<file path="src/pifs_pkg.sv">
// shared types and constants of the particle impulse friction step block
package pifs_pkg;

  // request codes
  localparam logic [1:0] REQ_STEP    = 2'd0;
  localparam logic [1:0] REQ_LOAD    = 2'd1;
  localparam logic [1:0] REQ_REFRESH = 2'd2;

  // configuration register indexes
  localparam logic [2:0] CFG_MASS       = 3'd0;
  localparam logic [2:0] CFG_RECIP_MASS = 3'd1;
  localparam logic [2:0] CFG_DRIFT_X    = 3'd2;
  localparam logic [2:0] CFG_DRIFT_Y    = 3'd3;
  localparam logic [2:0] CFG_DRIFT_Z    = 3'd4;
  localparam logic [2:0] CFG_EMITTER_X  = 3'd5;
  localparam logic [2:0] CFG_EMITTER_Y  = 3'd6;

  typedef enum logic [3:0] {
    OP_NONE,
    OP_MUL,
    OP_UPD_A,
    OP_UPD_B,
    OP_SQRT_INIT,
    OP_SQRT_STEP,
    OP_DIV_INIT_X,
    OP_DIV_INIT_Y,
    OP_DIV_STEP,
    OP_FRIC,
    OP_LOAD,
    OP_REFRESH,
    OP_OUT
  } op_t;

  // multiplier operand pairs, first six in issue order of a step
  typedef enum logic [2:0] {
    MUL_IX_RM,
    MUL_IY_RM,
    MUL_IV_RM,
    MUL_AX_AX,
    MUL_AY_AY,
    MUL_M_M,
    MUL_M_AX,
    MUL_M_AY
  } mul_sel_t;

  typedef struct packed {
    op_t      op;
    mul_sel_t mul_sel;
  } cmd_t;

  typedef struct packed {
    logic sq_gt;
  } status_t;

  localparam int SUM_W = 68;

  function automatic logic signed [31:0] sat32(input logic signed [SUM_W-1:0] v);
    if (v > $signed({36'd0, 32'h7FFF_FFFF})) begin
      return 32'sh7FFF_FFFF;
    end else if (v < $signed({36'hF_FFFF_FFFF, 32'h8000_0000})) begin
      return 32'sh8000_0000;
    end else begin
      return v[31:0];
    end
  endfunction

endpackage

</file>
<file path="src/pifs_ctrl.sv">
// sequencing controller of the particle step
module pifs_ctrl (
  input  logic               clk,
  input  logic               rst_n,
  input  logic               in_valid,
  input  logic [1:0]         in_req_type,
  output logic               in_ready,
  input  logic               out_ready,
  output logic               out_valid,
  output pifs_pkg::cmd_t     cmd,
  input  pifs_pkg::status_t  st
);

  typedef enum logic [3:0] {
    S_IDLE, S_MUL, S_UPD_A, S_UPD_B, S_CHECK, S_SQRT, S_MUL2, S_MWAIT,
    S_DIVX, S_DIVY, S_DIVY_RUN, S_FRIC, S_FINISH
  } state_t;

  state_t     state_r, state_nxt;
  logic [4:0] cnt_r, cnt_nxt;
  logic       out_valid_r, out_valid_nxt;

  assign in_ready  = (state_r == S_IDLE);
  assign out_valid = out_valid_r;

  always_comb begin
    state_nxt     = state_r;
    cnt_nxt       = cnt_r;
    out_valid_nxt = out_valid_r && !out_ready;
    cmd.op        = pifs_pkg::OP_NONE;
    cmd.mul_sel   = pifs_pkg::MUL_IX_RM;
    unique case (state_r)
      S_IDLE: begin
        if (in_valid) begin
          cnt_nxt = 5'd0;
          unique case (in_req_type)
            pifs_pkg::REQ_STEP: state_nxt = S_MUL;
            pifs_pkg::REQ_LOAD: begin
              cmd.op    = pifs_pkg::OP_LOAD;
              state_nxt = S_FINISH;
            end
            pifs_pkg::REQ_REFRESH: begin
              cmd.op    = pifs_pkg::OP_REFRESH;
              state_nxt = S_FINISH;
            end
            default: state_nxt = S_FINISH;
          endcase
        end
      end
      S_MUL: begin
        cmd.op      = pifs_pkg::OP_MUL;
        cmd.mul_sel = pifs_pkg::mul_sel_t'(cnt_r[2:0]);
        if (cnt_r == 5'd5) begin
          cnt_nxt   = 5'd0;
          state_nxt = S_UPD_A;
        end else begin
          cnt_nxt = cnt_r + 5'd1;
        end
      end
      S_UPD_A: begin
        cmd.op    = pifs_pkg::OP_UPD_A;
        state_nxt = S_UPD_B;
      end
      S_UPD_B: begin
        cmd.op    = pifs_pkg::OP_UPD_B;
        state_nxt = S_CHECK;
      end
      S_CHECK: begin
        if (st.sq_gt) begin
          cmd.op    = pifs_pkg::OP_SQRT_INIT;
          cnt_nxt   = 5'd0;
          state_nxt = S_SQRT;
        end else begin
          state_nxt = S_FRIC;
        end
      end
      S_SQRT: begin
        cmd.op  = pifs_pkg::OP_SQRT_STEP;
        cnt_nxt = cnt_r + 5'd1;
        if (cnt_r == 5'd31) begin
          state_nxt = S_MUL2;
        end
      end
      S_MUL2: begin
        cmd.op      = pifs_pkg::OP_MUL;
        cmd.mul_sel = (cnt_r == 5'd0) ? pifs_pkg::MUL_M_AX : pifs_pkg::MUL_M_AY;
        if (cnt_r == 5'd1) begin
          cnt_nxt   = 5'd0;
          state_nxt = S_MWAIT;
        end else begin
          cnt_nxt = cnt_r + 5'd1;
        end
      end
      S_MWAIT: begin
        cmd.op    = pifs_pkg::OP_DIV_INIT_X;
        cnt_nxt   = 5'd0;
        state_nxt = S_DIVX;
      end
      S_DIVX: begin
        cmd.op  = pifs_pkg::OP_DIV_STEP;
        cnt_nxt = cnt_r + 5'd1;
        if (cnt_r == 5'd31) begin
          state_nxt = S_DIVY;
        end
      end
      S_DIVY: begin
        cmd.op    = pifs_pkg::OP_DIV_INIT_Y;
        cnt_nxt   = 5'd0;
        state_nxt = S_DIVY_RUN;
      end
      S_DIVY_RUN: begin
        cmd.op  = pifs_pkg::OP_DIV_STEP;
        cnt_nxt = cnt_r + 5'd1;
        if (cnt_r == 5'd31) begin
          state_nxt = S_FRIC;
        end
      end
      S_FRIC: begin
        cmd.op    = pifs_pkg::OP_FRIC;
        state_nxt = S_FINISH;
      end
      S_FINISH: begin
        if (!out_valid_r || out_ready) begin
          cmd.op        = pifs_pkg::OP_OUT;
          out_valid_nxt = 1'b1;
          state_nxt     = S_IDLE;
        end
      end
      default: state_nxt = S_IDLE;
    endcase
  end

  always_ff @(posedge clk) begin
    if (!rst_n) begin
      state_r     <= S_IDLE;
      cnt_r       <= 5'd0;
      out_valid_r <= 1'b0;
    end else begin
      state_r     <= state_nxt;
      cnt_r       <= cnt_nxt;
      out_valid_r <= out_valid_nxt;
    end
  end

endmodule

</file>
<file path="config.mk">
export PLATFORM = sky130hd
export DESIGN_NAME = pifs_ctrl
export DESIGN_NICKNAME = d
export VERILOG_FILES = /design/src/pifs_pkg.sv /design/src/pifs_ctrl.sv
export SDC_FILE = /design/constraint.sdc
export NUM_CORES = 1
export LEC_CHECK = 0
export BUFFER_PORTS_ARGS = -buffer_cell sky130_fd_sc_hd__buf_2
export CAP_MARGIN = 40
export CORE_ASPECT_RATIO = 1.5
export CORE_UTILIZATION = 40
export CTS_BUF_LIST = sky130_fd_sc_hd__clkbuf_4
export DETAILED_ROUTE_END_ITERATION = 7
export PLACE_DENSITY = 0.72
export SYNTH_ARGS = -nofsm -noshare
export SYNTH_HDL_FRONTEND = slang
export SYNTH_SLANG_ARGS = --single-unit
</file>
<file path="constraint.sdc">
create_clock -name clk -period 2 [get_ports clk]
set_clock_uncertainty 0.2 [all_clocks]
set_input_delay 0.4 -clock clk [delete_from_list [all_inputs] [get_ports clk]]
set_output_delay 0.4 -clock clk [all_outputs]
set_load 0.02 [all_outputs]
</file>
* Word-level counts from Yosys, hierarchy flattened *
Index checks and enable logic that the tools add are counted.

operators by class
  reductions and logical operators = 14
  multiplexer cells = 24
  equal/unequal tests = 25
  add/subtract/negate cells = 1

operator list
  cell                   count
  $pmux W4 S13           1
  $mux W4                11
  $pmux W4 S11           1
  $pmux W5 S6            1
  $eq A4 B4 Y1 const B   5
  $mux W5                4
  $eq A4 B3 Y1 const B   4
  $ne A2 B2 Y1 const B   8
  $eq A4 B2 Y1 const B   2
  $pmux W4 S2            1
  $reduce_and A7 Y1      1
  $pmux W3 S2            1
  $reduce_bool A6 Y1     1
  $reduce_or A2 Y1       3
  $add A5 B1 Y5 const B  1
  $eq A5 B1 Y1 const B   1
  $eq A5 B3 Y1 const B   1
  $eq A5 B5 Y1 const B   1
  $logic_not A5 Y1       1
  $eq A4 B1 Y1 const B   1
  $logic_not A4 Y1       1
  $mux W1                3
  $mux W3                1
  $reduce_and A3 Y1      1
  7 further kinds        8

word-level totals
  logic and storage cells = 67
  output and inout port bits = 9
  register bits after elaboration = 10
  input bits = 7

* Longest topological paths before layout *
Gate-level depths: netlist (run 1).

  word-level depth = 4
  gate-level depth with buffers = 7

* Worst setup path after synthesis (run 1) *
Ideal clock, no wire load.

  path kind = register to register
  start point = reg state_r[0]
  end point = reg state_r[2]
  slack = -148 ps
  stages on the path, launching flop included = 7
  library setup time = 88 ps
  period minus slack after synthesis = 2148 ps
  buffers on the path = 1
  arrival time = 1860 ps
  path through = dfxtp_1 -> buf_6 -> nor4_1 -> and2b_1 -> nor4_2 -> and3b_1 -> nor4_2

on the way
  longest elaborated chain between the ends = 3
  elaborated cells between the ends (all ways) = 22
  those cells by class = eq/ne: 19; mux: 1; reduce/logical: 2

ends and longest elaborated chain
  item                         RTL line          source
  start: declaration           pifs_ctrl.sv:19   state_t state_r, state_nxt;
  start signal: assignment     pifs_ctrl.sv:139  state_r <= state_nxt;
  $logic_not A4 Y1 (*)         -
  via in_ready                 pifs_ctrl.sv:7    output logic in_ready,
  $ne A2 B2 Y1 (no line)       -
  $reduce_and A7 Y1 (no line)  -

Mark *: on every way through the listed nets, which the timed path passes. The rest lies on a longest branch.
A chain may end at the register's enable or synchronous reset.

* Worst setup path in the final report (run 1) *
  start point = reg cnt_r[1]
  end point = reg cnt_r[2]

on the way
  longest elaborated chain between the ends = 3
  elaborated cells between the ends (all ways) = 6
  those cells by class = add/sub: 1; eq/ne: 2; mux: 3

ends and longest elaborated chain
  item                                         RTL line                          source
  start: declaration                           pifs_ctrl.sv:20                   logic [4:0] cnt_r, cnt_nxt;
  start signal: assignment                     pifs_ctrl.sv:140                  cnt_r <= cnt_nxt;
  $add A5 B1 Y5, or another cell as far along  -
  $mux W5 (on tied branches)                   pifs_ctrl.sv:87, pifs_ctrl.sv:53
  $pmux W5 S6 (*)                              pifs_ctrl.sv:32                   unique case (state_r)

Every way passes the cells marked *; elsewhere a longest branch is shown, timed or not.

==> key figures, run 1 <==
Timing
  • Setup TNS: -0.342 ns
  • Worst-Margin Slew: 0.466 ns
  • Fin crit share: 106%
  • Rel. slew slack: 68.7%
  • Max Clock Freq: 0.471 GHz
  • Post-route minimum period: 2.12 ns
  • Final worst slack: -0.124 ns
  • Worst Hold Slack: 0.251 ns
  • RSZ-0062 raised after global routing: true
  • Final setup fails: 8
  • Final max-slew violation count: 0
  • Final Hold Fails: 0

Route
  • Initial drt markers: 69
  • Antenna Nets Post-Route: 0
  • DRT Pass-1 Iters: 4
  • Remaining DRCs: 0
  • Routed len/inst: 18.0 um
  • Vias: 1227
  • Post-Route WL: 3630 um
  • Vias/cell: 6.07

GRT
  • Number of global-route vias before repair: 1122
  • GRT met1 Usage: 24.9%
  • Tot GR Track Use: 21.4%
  • Largest net degree at the start of global routing: 16
  • Met3 Use GR: 1.15%
  • First-pass GRT wire length: 4660 um
  • GRT met2 Usage: 38.4%
  • Initial antenna violation count: 0
  • Layer with the highest usage: met2
  • GR Overflow Total: 0

Outcome
  • Status: finished, violations left
  • Failing checks: negative setup slack

Floorplanning
  • Row cnt: 21
  • Die height: 63.5 um
  • Core area: 2310 um2
  • Initial Utilization: 43.6%
  • Num ports: 16
  • Die Wd: 43.0 um
  • Die area: 2730 um2

Pwr
  • Psw: 1360 uW
  • Pleak: 0.000704 uW
  • Maximum vdd drop: 1040 uV
  • Total power: 2890 uW
  • Clock power share: 4.3%
  • Sw Share: 46.9%
  • PD cells: 1730 nW/um2
  • Comb power frac: 80.8%
  • Internal: 1540 uW
  • Seq pwr share: 14.9%

Place
  • GP Congestion: 0.863
  • PortBufs: 15
  • DP Wirelength: 2090 um

Yosys
  • Adder-cell area share of the yosys netlist: 7.44%
  • FFs w/ async S/R, synth: 0%
  • Post-synth top area share: 19.9%
  • Top_reg_cell synth: dfxtp_1
  • Distinct cells, synth: 47
  • Simple-gate portion of the synthesized area: 37.7%
  • Synth warn: 0
  • Synth Area in Compound Gates: 24.1%
  • Mapped Area: 1010 um2
  • Syn_area_per_cell: 7.53 um2
  • #FFs+latches synth: 10
  • Post-synth EDFFs: 0
  • Largest family of logic cells by synthesized area: simple AND/OR/NAND/NOR gates
  • Mux contribution to synthesized area: 1.99%
  • Synth area leaders: dfxtp_1 (20%), ha_1 (7.4%), nor2_1 (6.3%), nand2_1 (5.2%), nor3_1 (4.0%)
  • Xor/xnor cell area share of the yosys netlist: 0%
  • Cells after Synth: 134
  • Post-synthesis net count: 147
  • Register area share after synthesis: 19.9%
  • Largest area contributor in the netlist: dfxtp_1

Critical path
  • Critical-path top delay cell: or4b_1
  • RR Startpoint: cnt_r[1]
  • Crit path max fanout: 7
  • Crit path DAT: 2.06 ns
  • Crit path kind: register to register
  • Worst-case reg-to-reg path depth: 8
  • Crit-path max cell delay: 0.48 ns
  • Crit path launch type: register
  • Req. time, crit path: 1.94 ns
  • FF-to-FF setup slack: -0.12 ns
  • Crit-path cells: buf_6, inv_6, ha_4, or4b_1, nand4b_1, o311ai_4, a211oi_2, nor3b_1
  • Critical Path End Type: register
  • CP startpoint: cnt_r[1]

Flow run
  • Max_cap viols: 0

Hold path
  • Min-Delay Startpoint: rst_n
  • Hold Crit Depth: 3
  • Hold Path Class: input port to register

Layout
  • Register area: 220 um2
  • Share of cells above drive strength 1: 53.1%
  • Area taken by multi-input logic gates: 916 um2
  • # fillers: 157
  • Synthesis-to-layout area growth: 65.8%
  • Fin util: 72.3%
  • NumNets Final: 194
  • Antenna cells: 0

Clocking
  • Worst-Skew Late Latency: 0.25 ns
  • Longest Clk Path Bufs: 2
  • Clock-pin slew on the worst setup and hold paths: 0.06 ns
  • Root buffer cell: clkbuf_4
  • CTS H-tree lvls: 1
  • Sink Count: 10
  • TritonCTS buffer count: 3
  • CTS tree: built
==> metrics by stage <==
| step | std cells | setup slack [ns] | instance area, um2 |
|---|---|---|---|
| final | 202 | -0.124 | 1670 |
| after global routing | 202 | -0.167 | 1670 |
| after CTS | 189 | -0.0353 | 1380 |
| after detailed placement | 183 | -0.106 | 1220 |
| after global placement | 183 | -0.0391 | 1220 |
| after floorplan | 134 | 0.00226 | 1020 |
==> worst max-delay path: cells and delay by family, from the launching register on <==
| kind | cells | cell delay (ns) |
|---|---|---|
| buffers and inverters | 2 | 0.19 |
| AOI/OAI and AO/OA | 2 | 0.43 |
| DFF | 1 | 0.33 |
| and+or+nand+nor | 3 | 0.74 |
| adders and majority gates | 1 | 0.13 |
==> cells by family after synthesis <==
family / after synthesis
AND/OR/NAND/NOR: 65
multiplexers: 2
AO/OA/AOI/OAI: 32
adder cells (fa/ha/maj): 6
flip-flops: 10
buffers and inverters: 19
==> path summary, 6_finish.rpt <==
path,end
worst max-delay path,cnt_r[2]
worst min register to register,state_r[1]
worst min-delay path,state_r[1]
worst max register to register,cnt_r[2]
==> synthesized netlist by cell type, types with 2 or more instances <==
cell and instances:
nor2_1 17, nand2_1 14, dfxtp_1 10, inv_1 10, nor3_1 8, a21oi_1 7, ha_1 6, a31oi_1 4
buf_2 3, clkbuf_1 3, o21ai_0 3, a22oi_1 2, and2_1 2, buf_6 2, mux2i_1 2, nand2b_1 2
nand3_1 2, nor2b_1 2, nor3b_1 2, nor4_1 2, nor4_2 2, o21a_1 2, o21ai_1 2, o22ai_1 2
==> cell usage in the layout, fill, tap and decap left out, types with 3 or more instances in the layout <==
master    count
a21oi_1       4
a21oi_2       3
a31oi_1       3
buf_2         7
buf_4        30
buf_6        10
clkbuf_4      3
dfxtp_1       4
dfxtp_4       5
ha_4          5
inv_1         6
nand2_1      12
nor2_1       14
nor3_1        7
o21ai_0       3
==> sequential cells by signal, summed over array words and instances (netlist names) <==
name       flops
out_valid      1
cnt_r          5
state_r        4
==> timing repair <==
action,4_1_cts,5_1_grt
hold buffers,0,0
gates cloned,0,0
endpoints found under the setup margin,12,14
pin swaps,13,18
buffers inserted,3,13
gates resized for setup,35,42
==> power groups by stage <==
| stage | clock, uW | combinational [uW] | sequential [uW] |
|---|---|---|---|
| floorplan | 0 | 1190 | 319 |
| global placement | 0 | 1540 | 353 |
| detailed placement | 0 | 1590 | 354 |
| CTS | 135 | 1810 | 381 |
| global route | 148 | 2460 | 442 |
| finish | 125 | 2340 | 431 |
==> area by class of cell <==
class                   count  share of cell area [%]
clock buffers               3                    1.35
flip-flops and latches     10                    13.2
multi-input cells         105                    54.8
repair buffers             50                    25.6
well taps                  23                    1.72
inverters                  11                    3.37
==> routing by layer <==
layer  vias to the layer above  routed length (um)  share of wire [%]
met5                         -                   0                  0
met4                         0                  74                2.0
met3                        10                 114                3.1
met2                        36                2000                 55
met1                       604                1440                 40
li1                        577                   -                  -
(Power assumes the default switching activity.)
==> run 2: changes to the inputs <==
Settings changed: MAX_ROUTING_LAYER from default to met4.
==> key figures, run 2 (synthesis gave the netlist of run 1 again) <==
Clocking
  • TritonCTS buffer count: 3 (unchanged)
  • Longest Clk Path Bufs: 2 (unchanged)
  • CTS H-tree lvls: 1 (unchanged)
  • CTS tree: built (unchanged)
  • Post-CTS Hold Fix Bufs: 0 (unchanged)
  • Clock-pin slew on the worst setup and hold paths: 0.06 ns (about the same)
  • Sink Count: 10 (unchanged)
  • Worst-Skew Late Latency: 0.25 ns (about the same)
  • Root buffer cell: clkbuf_4 (unchanged)

Route
  • DRT Pass-1 Iters: 4 (unchanged)
  • Routed len/inst: 18.0 um (about the same)
  • Post-Route WL: 3630 um (about the same)
  • Vias/cell: 6.12 (was 6.07)
  • Vias: 1236 (was 1227)
  • Remaining DRCs: 0 (unchanged)
  • Initial drt markers: 53 (was 69)
  • Antenna Nets Post-Route: 0 (unchanged)

Layout
  • Fin util: 72.3% (unchanged)
  • Most common cell after layout, fill and taps aside: buf_4 (unchanged)
  • Antenna cells: 0 (unchanged)
  • Commonest non-fill, non-tap cells in the layout: buf_4 (30), nor2_1 (14), nand2_1 (12), buf_6 (10) (unchanged)
  • Max reg flops: 5 (unchanged)
  • Largest register by flop count: cnt_r (unchanged)
  • Share of cells above drive strength 1: 53.1% (unchanged)
  • Synthesis-to-layout area growth: 65.8% (unchanged)
  • NumNets Final: 194 (unchanged)
  • # fillers: 157 (unchanged)

Critical path
  • Crit path launch type: register (unchanged)
  • Critical-path top delay cell: or4b_1 (unchanged)
  • Crit-path cells: buf_6, inv_6, ha_4, or4b_1, nand4b_1, o311ai_4, a211oi_2, nor3b_1 (unchanged)
  • Req. time, crit path: 1.94 ns (about the same)
  • Crit path kind: register to register (unchanged)
  • Crit-path max cell delay: 0.47 ns (was 0.48 ns)
  • Worst path top cell family by delay: simple AND/OR/NAND/NOR gates (unchanged)
  • Crit path max fanout: 7 (unchanged)
  • Bufs and invs on worst path: 2 (unchanged)
  • Critical Path End Type: register (unchanged)
  • Crit path DAT: 2.05 ns (was 2.06 ns)

Timing
  • Final Hold Fails: 0 (unchanged)
  • Rel. slew slack: 70.7% (was 68.7%)
  • Final max-slew violation count: 0 (unchanged)
  • Post-route minimum period: 2.11 ns (was 2.12 ns)
  • Setup TNS: -0.302 ns (was -0.342 ns)
  • Final setup fails: 8 (unchanged)
  • Max Clock Freq: 0.473 GHz (was 0.471 GHz)
  • Final worst slack: -0.115 ns (was -0.124 ns)
  • Worst-Margin Slew: 0.437 ns (was 0.466 ns)
  • Fin crit share: 106% (about the same)
  • RSZ-0062 raised after global routing: true (unchanged)

Floorplanning
  • Die Wd: 43.0 um (unchanged)
  • Initial Utilization: 43.6% (unchanged)
  • Die area: 2730 um2 (unchanged)
  • Row cnt: 21 (unchanged)
  • Num ports: 16 (unchanged)
  • Die height: 63.5 um (unchanged)
  • Core area: 2310 um2 (unchanged)

GRT
  • Initial antenna violation count: 0 (unchanged)
  • GR Overflow Total: 0 (unchanged)
  • Largest net degree at the start of global routing: 16 (unchanged)
  • Number of global-route vias before repair: 1121 (was 1122)
  • First-pass GRT wire length: 4660 um (unchanged)
  • Tot GR Track Use: 22.0% (was 21.4%)

Outcome
  • Status: finished, violations left (unchanged)
  • Failing checks: negative setup slack (unchanged)

Pwr
  • Maximum vdd drop: 1030 uV (was 1040 uV)
  • Pleak: 0.000704 uW (unchanged)
  • PD cells: 1730 nW/um2 (about the same)
  • Total power: 2890 uW (about the same)

Hold path
  • Hold Path Class: input port to register (unchanged)

Place
  • PortBufs: 15 (unchanged)
  • GP Congestion: 0.877 (was 0.863)
  • Place WS: -0.106 ns (unchanged)
  • DP Wirelength: 2090 um (unchanged)

Flow run
  • Max_cap viols: 0 (unchanged)
==> run 2: cell counts in the layout (fill, tap and decap cells not counted) <==
No cell type changed its count.
==> run 2: what timing repair did <==
item / CTS / global route
resized for setup: 35 / 42
setup endpoints to repair: 12 / 14
setup buffers: 3 / 13
pin swaps: 13 / 18
endpoints found under the hold margin: 0 / 0
==> run 2: worst paths after layout <==
| path | slack (ns) | cells after the start | startpoint | endpoint |
|---|---|---|---|---|
| max | -0.11 | 8 | cnt_r[1] | cnt_r[2] |
| min | 0.25 | 3 | rst_n | state_r[1] |
| max reg2reg | -0.11 | 8 | cnt_r[1] | cnt_r[2] |
| min reg2reg | 0.45 | 3 | state_r[1] | state_r[1] |
==> run 2: power by group <==
group / internal [uW] / total [uW] / switching, uW
logic: 1180 / 2340 / 1160
registers: 293 / 431 / 138
clock network: 68.8 / 125 / 55.9
total: 1540 / 2890 / 1350
==> run 2: worst min-delay path: stages <==
cell and delay [ns]:
buf_2 0.13, nand2_1 0.07, mux2i_1 0.05
==> run 2: area by class of cell <==
type | count | area [um2] | share of cell area, %
timing repair buffer | 50 | 428 | 25.6
multi-input combinational | 105 | 916 | 54.8
clock buffer | 3 | 22.5 | 1.35
sequential | 10 | 220 | 13.2
tap | 23 | 28.8 | 1.72
inverter | 11 | 56.3 | 3.37
==> run 2: metal layers <==
layer	global-route usage, %	vias to the layer above	wire (um)
met3	1.15	10	110
met5	-	-	0
met4	10.2	0	70
met2	38.4	41	2000
met1	24.9	608	1450
li1	-	577	-
==> run 2: stage by stage <==
| stage | hold slack, ns | area, um2 | std cells |
|---|---|---|---|
| after detailed placement | 0.348 | 1220 | 183 |
| after CTS | 0.227 | 1380 | 189 |
| after global routing | 0.249 | 1670 | 202 |
| final | 0.247 | 1670 | 202 |
| after global placement | 0.331 | 1220 | 183 |
| after floorplan | 0.324 | 1020 | 134 |
